**src/rtl/wcc_pkg.sv**
```systemverilog
package wcc_pkg;

  localparam int unsigned MAX_WINDOW_PIXELS_DEF = 1024;
  localparam int unsigned PIXEL_W = 8;
  localparam int unsigned COEF_W = 16;
  localparam int unsigned ROOT_STEPS = 16;
  localparam int unsigned FRAC_SHIFT = 30;
  localparam logic [COEF_W-1:0] THRESHOLD_RESET = 16'd32440;
  localparam logic [COEF_W-1:0] COEF_MAX = 16'h7fff;

  typedef enum logic [2:0] {
    OP_N_SXX  = 3'd0,
    OP_SX_SX  = 3'd1,
    OP_N_SYY  = 3'd2,
    OP_SY_SY  = 3'd3,
    OP_N_SXY  = 3'd4,
    OP_SX_SY  = 3'd5,
    OP_MAG_SQ = 3'd6,
    OP_VX_VY  = 3'd7
  } op_t;

  typedef struct packed {
    logic acc;
    logic mul_load;
    logic mul_step;
    logic mul_store;
    logic root_init;
    logic root_step;
    logic finish;
    op_t  op;
  } cmd_t;

  typedef struct packed {
    logic out_full;
  } status_t;

endpackage

```
**src/rtl/wcc_pixel_if.sv**
```systemverilog
interface wcc_pixel_if;
  logic       valid;
  logic       ready;
  logic [7:0] window_pixel;
  logic [7:0] template_pixel;
  logic       last_pixel;

  modport source (output valid, window_pixel, template_pixel, last_pixel, input ready);
  modport sink (input valid, window_pixel, template_pixel, last_pixel, output ready);
endinterface

```
**src/rtl/wcc_result_if.sv**
```systemverilog
interface wcc_result_if;
  logic               valid;
  logic               ready;
  logic signed [15:0] coefficient;
  logic               match;
  logic               degenerate;
  logic               overflow;

  modport source (output valid, coefficient, match, degenerate, overflow, input ready);
  modport sink (input valid, coefficient, match, degenerate, overflow, output ready);
endinterface

```
**src/rtl/wcc_cfg_if.sv**
```systemverilog
interface wcc_cfg_if;
  logic               valid;
  logic               ready;
  logic signed [15:0] match_threshold;

  modport source (output valid, match_threshold, input ready);
  modport sink (input valid, match_threshold, output ready);
endinterface

```
**src/rtl/window_correlation_coefficient.sv**
```systemverilog
// After the last pixel pair, one shift-add multiplier forms the eight products of the final step
//   in turn; the square root then runs, and the result waits for a free output register.
// Throughput: one pixel pair per cycle within a window; the next window's first pair
//   is taken once the result is in the output register.
// Reset (rst, synchronous): accumulators clear, no result pending, threshold 32440.
module window_correlation_coefficient #(
  parameter int unsigned MAX_WINDOW_PIXELS = wcc_pkg::MAX_WINDOW_PIXELS_DEF
) (
  input logic           clk,
  input logic           rst,
  wcc_pixel_if.sink     pixel,
  wcc_result_if.source  result,
  wcc_cfg_if.sink       cfg
);
  import wcc_pkg::*;

  localparam int unsigned N_W   = $clog2(MAX_WINDOW_PIXELS + 1);
  localparam int unsigned MUL_W = 2 * N_W + 2 * PIXEL_W;

  cmd_t    cmd;
  status_t status;

  assign cfg.ready = 1'b1;

  wcc_ctrl #(
    .MUL_W(MUL_W)
  ) u_ctrl (
    .clk     (clk),
    .rst     (rst),
    .in_valid(pixel.valid),
    .in_last (pixel.last_pixel),
    .in_ready(pixel.ready),
    .status  (status),
    .cmd     (cmd)
  );

  wcc_datapath #(
    .MAX_WINDOW_PIXELS(MAX_WINDOW_PIXELS)
  ) u_datapath (
    .clk           (clk),
    .rst           (rst),
    .cmd           (cmd),
    .status        (status),
    .window_pixel  (pixel.window_pixel),
    .template_pixel(pixel.template_pixel),
    .cfg_valid     (cfg.valid),
    .cfg_threshold (cfg.match_threshold),
    .out_valid     (result.valid),
    .out_ready     (result.ready),
    .coefficient   (result.coefficient),
    .match         (result.match),
    .degenerate    (result.degenerate),
    .overflow      (result.overflow)
  );

endmodule

```
**src/rtl/wcc_ctrl.sv**
```systemverilog
module wcc_ctrl #(
  parameter int unsigned MUL_W = 38
) (
  input  logic            clk,
  input  logic            rst,
  input  logic            in_valid,
  input  logic            in_last,
  output logic            in_ready,
  input  wcc_pkg::status_t status,
  output wcc_pkg::cmd_t   cmd
);
  import wcc_pkg::*;

  localparam int unsigned CNT_W = $clog2(MUL_W);

  typedef enum logic [6:0] {
    S_ACC   = 7'b0000001,
    S_LOAD  = 7'b0000010,
    S_MUL   = 7'b0000100,
    S_STORE = 7'b0001000,
    S_RINIT = 7'b0010000,
    S_ROOT  = 7'b0100000,
    S_FIN   = 7'b1000000
  } state_t;

  state_t           state, state_next;
  op_t              op, op_next;
  logic [CNT_W-1:0] cnt, cnt_next;

  always_comb begin
    state_next = state;
    op_next    = op;
    cnt_next   = cnt;
    cmd        = '0;
    cmd.op     = op;
    in_ready   = 1'b0;
    case (state)
      S_ACC: begin
        in_ready = 1'b1;
        cmd.acc  = in_valid;
        if (in_valid && in_last) begin
          op_next    = OP_N_SXX;
          state_next = S_LOAD;
        end
      end
      S_LOAD: begin
        cmd.mul_load = 1'b1;
        cnt_next     = '0;
        state_next   = S_MUL;
      end
      S_MUL: begin
        cmd.mul_step = 1'b1;
        cnt_next     = cnt + 1'b1;
        if (cnt == CNT_W'(MUL_W - 1)) begin
          state_next = S_STORE;
        end
      end
      S_STORE: begin
        cmd.mul_store = 1'b1;
        if (op == OP_VX_VY) begin
          state_next = S_RINIT;
        end else begin
          op_next    = op_t'(op + 3'd1);
          state_next = S_LOAD;
        end
      end
      S_RINIT: begin
        cmd.root_init = 1'b1;
        cnt_next      = '0;
        state_next    = S_ROOT;
      end
      S_ROOT: begin
        cmd.root_step = 1'b1;
        cnt_next      = cnt + 1'b1;
        if (cnt == CNT_W'(ROOT_STEPS - 1)) begin
          state_next = S_FIN;
        end
      end
      S_FIN: begin
        if (!status.out_full) begin
          cmd.finish = 1'b1;
          state_next = S_ACC;
        end
      end
      default: begin
        state_next = S_ACC;
      end
    endcase
  end

  always_ff @(posedge clk) begin
    if (rst) begin
      state <= S_ACC;
      op    <= OP_N_SXX;
      cnt   <= '0;
    end else begin
      state <= state_next;
      op    <= op_next;
      cnt   <= cnt_next;
    end
  end

endmodule

```
**src/rtl/wcc_datapath.sv**
```systemverilog
module wcc_datapath #(
  parameter int unsigned MAX_WINDOW_PIXELS = 1024
) (
  input  logic                     clk,
  input  logic                     rst,
  input  wcc_pkg::cmd_t            cmd,
  output wcc_pkg::status_t         status,
  input  logic [7:0]               window_pixel,
  input  logic [7:0]               template_pixel,
  input  logic                     cfg_valid,
  input  logic signed [15:0]       cfg_threshold,
  output logic                     out_valid,
  input  logic                     out_ready,
  output logic signed [15:0]       coefficient,
  output logic                     match,
  output logic                     degenerate,
  output logic                     overflow
);
  import wcc_pkg::*;

  localparam int unsigned N_W   = $clog2(MAX_WINDOW_PIXELS + 1);
  localparam int unsigned S_W   = N_W + PIXEL_W;
  localparam int unsigned SQ_W  = N_W + 2 * PIXEL_W;
  localparam int unsigned MUL_W = 2 * N_W + 2 * PIXEL_W;
  localparam int unsigned P_W   = 2 * MUL_W;
  localparam int unsigned C_W   = P_W + FRAC_SHIFT + 3;

  logic [N_W-1:0]  pair_count;
  logic [S_W-1:0]  sum_window, sum_template;
  logic [SQ_W-1:0] sumsq_window, sumsq_template, sum_cross;
  logic            overflow_seen;
  logic signed [15:0] match_threshold;

  logic [P_W-1:0]   mul_acc, mul_mcand;
  logic [MUL_W-1:0] mul_mplier;
  logic [MUL_W-1:0] opa, opb;

  logic [MUL_W-1:0] tmp, vx, vy, pa, mag;
  logic [P_W-1:0]   m2, dd;
  logic             neg;

  logic [C_W-1:0] root_p, root_f, root_e, rhs, trial;
  logic [15:0]    q;
  logic           fits, deg;
  logic signed [15:0] coef;

  always_comb begin
    case (cmd.op)
      OP_N_SXX:  begin opa = MUL_W'(pair_count);   opb = MUL_W'(sumsq_window);   end
      OP_SX_SX:  begin opa = MUL_W'(sum_window);   opb = MUL_W'(sum_window);     end
      OP_N_SYY:  begin opa = MUL_W'(pair_count);   opb = MUL_W'(sumsq_template); end
      OP_SY_SY:  begin opa = MUL_W'(sum_template); opb = MUL_W'(sum_template);   end
      OP_N_SXY:  begin opa = MUL_W'(pair_count);   opb = MUL_W'(sum_cross);      end
      OP_SX_SY:  begin opa = MUL_W'(sum_window);   opb = MUL_W'(sum_template);   end
      OP_MAG_SQ: begin opa = mag;                  opb = mag;                    end
      OP_VX_VY:  begin opa = vx;                   opb = vy;                     end
      default:   begin opa = '0;                   opb = '0;                     end
    endcase
  end

  always_ff @(posedge clk) begin
    if (cmd.mul_load) begin
      mul_acc    <= '0;
      mul_mcand  <= P_W'(opa);
      mul_mplier <= opb;
    end else if (cmd.mul_step) begin
      if (mul_mplier[0]) begin
        mul_acc <= mul_acc + mul_mcand;
      end
      mul_mcand  <= mul_mcand << 1;
      mul_mplier <= mul_mplier >> 1;
    end
  end

  always_ff @(posedge clk) begin
    if (cmd.mul_store) begin
      case (cmd.op)
        OP_N_SXX:  tmp <= mul_acc[MUL_W-1:0];
        OP_SX_SX:  vx  <= tmp - mul_acc[MUL_W-1:0];
        OP_N_SYY:  tmp <= mul_acc[MUL_W-1:0];
        OP_SY_SY:  vy  <= tmp - mul_acc[MUL_W-1:0];
        OP_N_SXY:  pa  <= mul_acc[MUL_W-1:0];
        OP_SX_SY: begin
          neg <= pa < mul_acc[MUL_W-1:0];
          mag <= (pa < mul_acc[MUL_W-1:0]) ? mul_acc[MUL_W-1:0] - pa
                                           : pa - mul_acc[MUL_W-1:0];
        end
        OP_MAG_SQ: m2 <= mul_acc;
        OP_VX_VY:  dd <= mul_acc;
        default: ;
      endcase
    end
  end

  // greedy root: largest q with q^2 * vx * vy <= mag^2 * 2^30
  assign rhs   = C_W'({m2, FRAC_SHIFT'(0)});
  assign trial = root_p + root_f + root_e;
  assign fits  = trial <= rhs;

  always_ff @(posedge clk) begin
    if (cmd.root_init) begin
      root_p <= '0;
      root_f <= '0;
      root_e <= C_W'({dd, FRAC_SHIFT'(0)});
      q      <= '0;
    end else if (cmd.root_step) begin
      q      <= {q[14:0], fits};
      root_e <= root_e >> 2;
      if (fits) begin
        root_p <= trial;
        root_f <= (root_f >> 1) + root_e;
      end else begin
        root_f <= root_f >> 1;
      end
    end
  end

  assign deg = (vx == '0) || (vy == '0);

  always_comb begin
    if (deg) begin
      coef = '0;
    end else if (neg) begin
      coef = -$signed(q);
    end else if (q[15]) begin
      coef = $signed(COEF_MAX);
    end else begin
      coef = $signed(q);
    end
  end

  always_ff @(posedge clk) begin
    if (rst) begin
      pair_count    <= '0;
      sum_window    <= '0;
      sum_template  <= '0;
      sumsq_window  <= '0;
      sumsq_template <= '0;
      sum_cross     <= '0;
      overflow_seen <= 1'b0;
    end else if (cmd.finish) begin
      pair_count    <= '0;
      sum_window    <= '0;
      sum_template  <= '0;
      sumsq_window  <= '0;
      sumsq_template <= '0;
      sum_cross     <= '0;
      overflow_seen <= 1'b0;
    end else if (cmd.acc) begin
      if (pair_count == N_W'(MAX_WINDOW_PIXELS)) begin
        overflow_seen <= 1'b1;
      end else begin
        pair_count     <= pair_count + 1'b1;
        sum_window     <= sum_window + S_W'(window_pixel);
        sum_template   <= sum_template + S_W'(template_pixel);
        sumsq_window   <= sumsq_window + SQ_W'(window_pixel * window_pixel);
        sumsq_template <= sumsq_template + SQ_W'(template_pixel * template_pixel);
        sum_cross      <= sum_cross + SQ_W'(window_pixel * template_pixel);
      end
    end
  end

  always_ff @(posedge clk) begin
    if (rst) begin
      match_threshold <= $signed(THRESHOLD_RESET);
    end else if (cfg_valid) begin
      match_threshold <= cfg_threshold;
    end
  end

  always_ff @(posedge clk) begin
    if (rst) begin
      out_valid <= 1'b0;
    end else if (cmd.finish) begin
      out_valid <= 1'b1;
    end else if (out_ready) begin
      out_valid <= 1'b0;
    end
  end

  always_ff @(posedge clk) begin
    if (cmd.finish) begin
      coefficient <= coef;
      match       <= !deg && (coef >= match_threshold);
      degenerate  <= deg;
      overflow    <= overflow_seen;
    end
  end

  assign status.out_full = out_valid && !out_ready;

endmodule

```
**src/flat_wrapper.sv**
```systemverilog
// flat-port wrapper written by rule: the top's interface ports become plain ports
module window_correlation_coefficient_flat import wcc_pkg::*;
#(
  parameter int unsigned MAX_WINDOW_PIXELS = wcc_pkg::MAX_WINDOW_PIXELS_DEF
)
  (clk, rst, pixel_valid, pixel_window_pixel, pixel_template_pixel, pixel_last_pixel, pixel_ready, result_valid, result_coefficient, result_match, result_degenerate, result_overflow, result_ready, cfg_valid, cfg_match_threshold, cfg_ready);
  wcc_pixel_if pixel_i ();
  wcc_result_if result_i ();
  wcc_cfg_if cfg_i ();
  input logic clk;
  input logic rst;
  input wire logic [$bits(pixel_i.valid)-1:0] pixel_valid;
  input wire logic [$bits(pixel_i.window_pixel)-1:0] pixel_window_pixel;
  input wire logic [$bits(pixel_i.template_pixel)-1:0] pixel_template_pixel;
  input wire logic [$bits(pixel_i.last_pixel)-1:0] pixel_last_pixel;
  output wire logic [$bits(pixel_i.ready)-1:0] pixel_ready;
  output wire logic [$bits(result_i.valid)-1:0] result_valid;
  output wire logic [$bits(result_i.coefficient)-1:0] result_coefficient;
  output wire logic [$bits(result_i.match)-1:0] result_match;
  output wire logic [$bits(result_i.degenerate)-1:0] result_degenerate;
  output wire logic [$bits(result_i.overflow)-1:0] result_overflow;
  input wire logic [$bits(result_i.ready)-1:0] result_ready;
  input wire logic [$bits(cfg_i.valid)-1:0] cfg_valid;
  input wire logic [$bits(cfg_i.match_threshold)-1:0] cfg_match_threshold;
  output wire logic [$bits(cfg_i.ready)-1:0] cfg_ready;
  assign pixel_i.valid = pixel_valid;
  assign pixel_i.window_pixel = pixel_window_pixel;
  assign pixel_i.template_pixel = pixel_template_pixel;
  assign pixel_i.last_pixel = pixel_last_pixel;
  assign pixel_ready = pixel_i.ready;
  assign result_valid = result_i.valid;
  assign result_coefficient = result_i.coefficient;
  assign result_match = result_i.match;
  assign result_degenerate = result_i.degenerate;
  assign result_overflow = result_i.overflow;
  assign result_i.ready = result_ready;
  assign cfg_i.valid = cfg_valid;
  assign cfg_i.match_threshold = cfg_match_threshold;
  assign cfg_ready = cfg_i.ready;
  window_correlation_coefficient #(.MAX_WINDOW_PIXELS(MAX_WINDOW_PIXELS)) u_core (.clk(clk), .rst(rst), .pixel(pixel_i), .result(result_i), .cfg(cfg_i));
endmodule
```
**config.mk**
```make
export PLATFORM = sky130hd
export DESIGN_NAME = window_correlation_coefficient_flat
export DESIGN_NICKNAME = d
export VERILOG_FILES = /design/src/rtl/wcc_pkg.sv /design/src/rtl/wcc_pixel_if.sv /design/src/rtl/wcc_result_if.sv /design/src/rtl/wcc_cfg_if.sv /design/src/rtl/window_correlation_coefficient.sv /design/src/rtl/wcc_ctrl.sv /design/src/rtl/wcc_datapath.sv /design/src/flat_wrapper.sv
export SDC_FILE = /design/constraint.sdc
export NUM_CORES = 2
export LEC_CHECK = 0
export BUFFER_PORTS_ARGS = -buffer_cell sky130_fd_sc_hd__buf_2
export CAP_MARGIN = 30
export CORE_MARGIN = 2
export CORE_UTILIZATION = 55
export CTS_CLUSTER_DIAMETER = 60
export DETAILED_ROUTE_END_ITERATION = 10
export GPL_TIMING_DRIVEN = 0
export PLACE_DENSITY = 0.85
export SKIP_CTS_REPAIR_TIMING = 1
export SYNTH_ARGS = -nofsm -noshare
export SYNTH_HDL_FRONTEND = slang
export SYNTH_SLANG_ARGS = --single-unit
export TNS_END_PERCENT = 20
```
**constraint.sdc**
```tcl
create_clock -name clk -period 7.1 [get_ports clk]
set_input_delay 1.775 -clock clk [delete_from_list [all_inputs] [get_ports clk]]
set_output_delay 1.775 -clock clk [all_outputs]
set_load 0.005 [all_outputs]
```
==> impl_metrics.py <==
metrics = {
    "clocking": {
        "cts.sinks": 1056,
        "numCtsBuffers": 134,
        "clock_latency_ns": 0.80,
        "cts_htree_levels": 4,
        "cts_tree": "done",
        "cts.clk_slew.worst_paths_ns": 0.06,
        "clockRootBuffer": "clkbuf_16",
        "clk_path_buf_depth": 3,
    },
    "logic_synthesis": {
        "yosys.area.top_type_share": 0.207,
        "yosysTopAreaCell": "edfxtp_1",
        "synth_top_family_by_area": "compound AO/OA/AOI/OAI gates",
        "syn_area_sq_um": 74500,
        "synth_seq_area_share": 0.353,
        "yosysWarnings": 0,
        "yosys.area_share.adder": 0.173,
        "synth_xor_area_frac": 0.0481,
        "synth_edf_count": 514,
        "synthTopCellsByArea": "edfxtp_1 (21%), dfxtp_1 (15%), ha_1 (11%)",
        "ys.flop_type": "dfxtp_1",
        "ys_ff_latch": 1056,
        "synth_compound_area_frac": 0.209,
        "yosys.area_share.simple": 0.146,
        "synthMuxAreaShare": 0.0249,
        "syn_nets": 9133,
        "synth_area_per_cell_sq_um": 9.06,
        "synthArstFlopShare": 0,
        "ys_types": 88,
        "netlist_instances": 8213,
    },
    "worst_setup_path": {
        "rrSetupSlack_ns": -1.66,
        "cp_slowest_stage_delay_ns": 0.61,
        "crit_path_top_delay_cell": "or4_4",
        "crit_arrival_ns": 9.41,
        "critical_path.max_fanout": 8,
        "critPathMostFrequentCell": "buf_12",
        "r2r_start": "u_core.u_datapath.root_f[1]$_SDFFE_PP0N_",
        "r2r_cells": 34,
        "cp.required_ns": 7.75,
        "crit_type": "reg2reg",
        "worst_setup_path_end_kind": "flop",
        "startpoint_type": "flop",
        "r2r-end": "u_core.u_datapath.root_f[51]$_SDFFE_PP0N_",
    },
    "routing": {
        "num_vias": 66300,
        "postRouteAntennaNets": 0,
        "vias_per_cell": 6.38,
        "first_iter_violations": 7237,
        "wl_um": 249000,
        "first_pass_iters": 7,
        "drc": 0,
        "wire_per_inst_um": 24.0,
    },
    "timing": {
        "finalCritPeriodShare": 1.23,
        "fin_setup_tns_ns": -314.66,
        "rsz0062_at_grt": "yes",
        "setup_viol": 242,
        "layout_setup_ws_ns": -1.66,
        "fin_skew_ns": 0.0450,
        "hold_viol": 0,
        "max_freq_ghz": 0.114,
        "worst_pin_slew_ns": 1.17,
        "relSlewSlack": 0.209,
        "post-route-min-period_ns": 8.76,
        "drv_slew": 0,
    },
    "grt": {
        "grt_pass1_vias": 62900,
        "grt_max_degree": 51,
        "antenna_found_initial": 3,
        "grt_pass1_wl_um": 372000,
        "grt_overflow_total": 0,
        "grt_usage": 0.350,
    },
    "hold_path": {
        "worstHoldStart": "u_core.u_datapath.mul_mcand[75]$_SDFFE_PN0P_",
        "whs_path_depth": 2,
        "hold_end": "u_core.u_datapath.mul_mcand[75]$_SDFFE_PN0P_",
        "worstHoldPathType": "reg2reg",
    },
    "power_and_ir_drop": {
        "p_leak_nw": 35.3,
        "irDropWorstVdd_mv": 0.250,
        "p_per_area_nw_per_um2": 248,
    },
    "run": {
        "cap_violations": 0,
    },
    "floorplanning": {
        "pin_count": 60,
        "core_area_sq_um": 135000,
        "die_area_sq_um": 138000,
        "rows": 135,
        "start_util": 0.552,
        "die_h_um": 372,
        "floorplan.die.width_um": 372,
    },
    "cells_and_area": {
        "nFillCells": 11200,
        "most-common-layout-cells": "nand2_1 (934), a21oi_1 (799), ha_1 (632), dfxtp_1 (536), nor2_1 (534)",
        "area_growth_pct": 12.4,
        "final_util": 0.620,
        "regArea_sq_um": 26300,
        "layout-drive-gt1-share": 0.0696,
        "final_common_cell": "nand2_1",
        "multi_input_area_sq_um": 45300,
        "fin_nets": 9418,
    },
    "placed_design": {
        "dp_hpwl_um": 194000,
        "finalWeightedCongestion": 1.04,
        "pre_cts_ws_ns": -3.72,
        "portBuffers": 56,
    },
    "outcome": {
        "status": "finished with violations",
        "violations": "negative setup slack",
    },
}
==> sequential cells by signal, indices dropped and copies added, names as in the netlist, 76 cells and up <==
name and count:
u_core.u_datapath.root_e 106, u_core.u_datapath.m2 76, u_core.u_datapath.mul_mcand 76, u_core.u_datapath.mul_acc 76
u_core.u_datapath.dd 76, u_core.u_datapath.root_p 109, u_core.u_datapath.root_f 109
==> routing by layer <==
layer / GRT usage / vias up / part of all wire
met1: 0.469 / 31900 / 0.41
met5: 0.00175 / - / 0.00010
met2: 0.544 / 3461 / 0.44
li1: - / 30300 / -
met4: 0.165 / 4 / 0.054
met3: 0.0709 / 711 / 0.10
==> synth_stat cells, drive strengths merged (26+ instances only) <==
library cell and number:
ha 640, fa 242, or2 26, or3 58, a211oi 62, nor4 53
nand4 136, edfxtp 514, nor2b 68, nor2 541, buf 54, o21bai 93
o21a 51, a21oi 816, a21boi 31, dfxtp 542, o31ai 48, and2 112
clkbuf 343, nand3 121, nor3 107, xnor2 259, and3 66, nand2b 50
a222oi 46, inv 494, a31oi 63, nand2 939, a21o 276, a22o 124
o21ai 519, a22oi 54, mux2i 158, xor2 149, o211ai 43
==> through the flow <==
step                instances  hold WS [ns]  area (sq um)  power (W)
floorplan                8213         0.409         74500     0.0116
global placement        10100         0.447         77000     0.0132
detailed placement      10100         0.448         77500     0.0134
CTS                     10300         0.456         82200     0.0205
global route            10400         0.479         83700     0.0217
finish                  10400         0.457         83700     0.0207
==> final cells by class <==
cell class | instances | area share
Timing Repair Buffer | 159 | 0.0178
Buffer | 387 | 0.0213
Antenna cell | 2 | 0.0000598
Sequential cell | 1056 | 0.314
Clock inverter | 70 | 0.0108
Inverter | 495 | 0.0222
Clock buffer | 178 | 0.0451
Multi-Input combinational cell | 6265 | 0.542
Tap cell | 1781 | 0.0266
==> where the power goes <==
group	switching, W	total (W)	internal, W	leakage, nW
registers	0.000546	0.00738	0.00683	9.29
logic	0.00378	0.00620	0.00242	23.8
clock network	0.00291	0.00716	0.00426	2.26
==> worst max-delay path, delay by kind of cell, from the launching register on <==
| kind | cells | cell delay (ns) |
|---|---|---|
| compound gates | 14 | 3.05 |
| mux | 1 | 0.26 |
| simple gates | 9 | 2.58 |
| fa+ha+maj | 4 | 1.45 |
| buf+inv | 5 | 0.77 |
| xor+xnor | 1 | 0.09 |
| flops | 1 | 0.36 |
==> worst max-delay path by stage <==
stage,from,to,depth (start not counted)
6_report,u_core.u_datapath.root_f[1]$_SDFFE_PP0N_,u_core.u_datapath.root_f[51]$_SDFFE_PP0N_,34
5_1_grt,u_core.u_datapath.root_f[1]$_SDFFE_PP0N_,u_core.u_datapath.root_f[51]$_SDFFE_PP0N_,34
4_1_cts,u_core.u_datapath.root_e[15]$_SDFFE_PP0N_,u_core.u_datapath.root_p[69]$_SDFFE_PP0P_,31
3_5_place_dp,u_core.u_datapath.root_e[15]$_SDFFE_PP0N_,u_core.u_datapath.root_p[50]$_SDFFE_PP0P_,31
3_3_place_gp,u_core.u_datapath.root_e[15]$_SDFFE_PP0N_,u_core.u_datapath.root_f[100]$_SDFFE_PP0N_,29
2_1_floorplan,u_core.u_datapath.root_f[15]$_SDFFE_PP0N_,u_core.u_datapath.root_f[39]$_SDFFE_PP0N_,32
==> cells by family after synthesis <==
family,count (synthesis)
compound gates,2443
other cells,1
simple gates,2349
flops,1056
xor+xnor,408
mux,182
buf+inv,892
fa+ha+maj,882
Power figures use the tool's default switching activity.
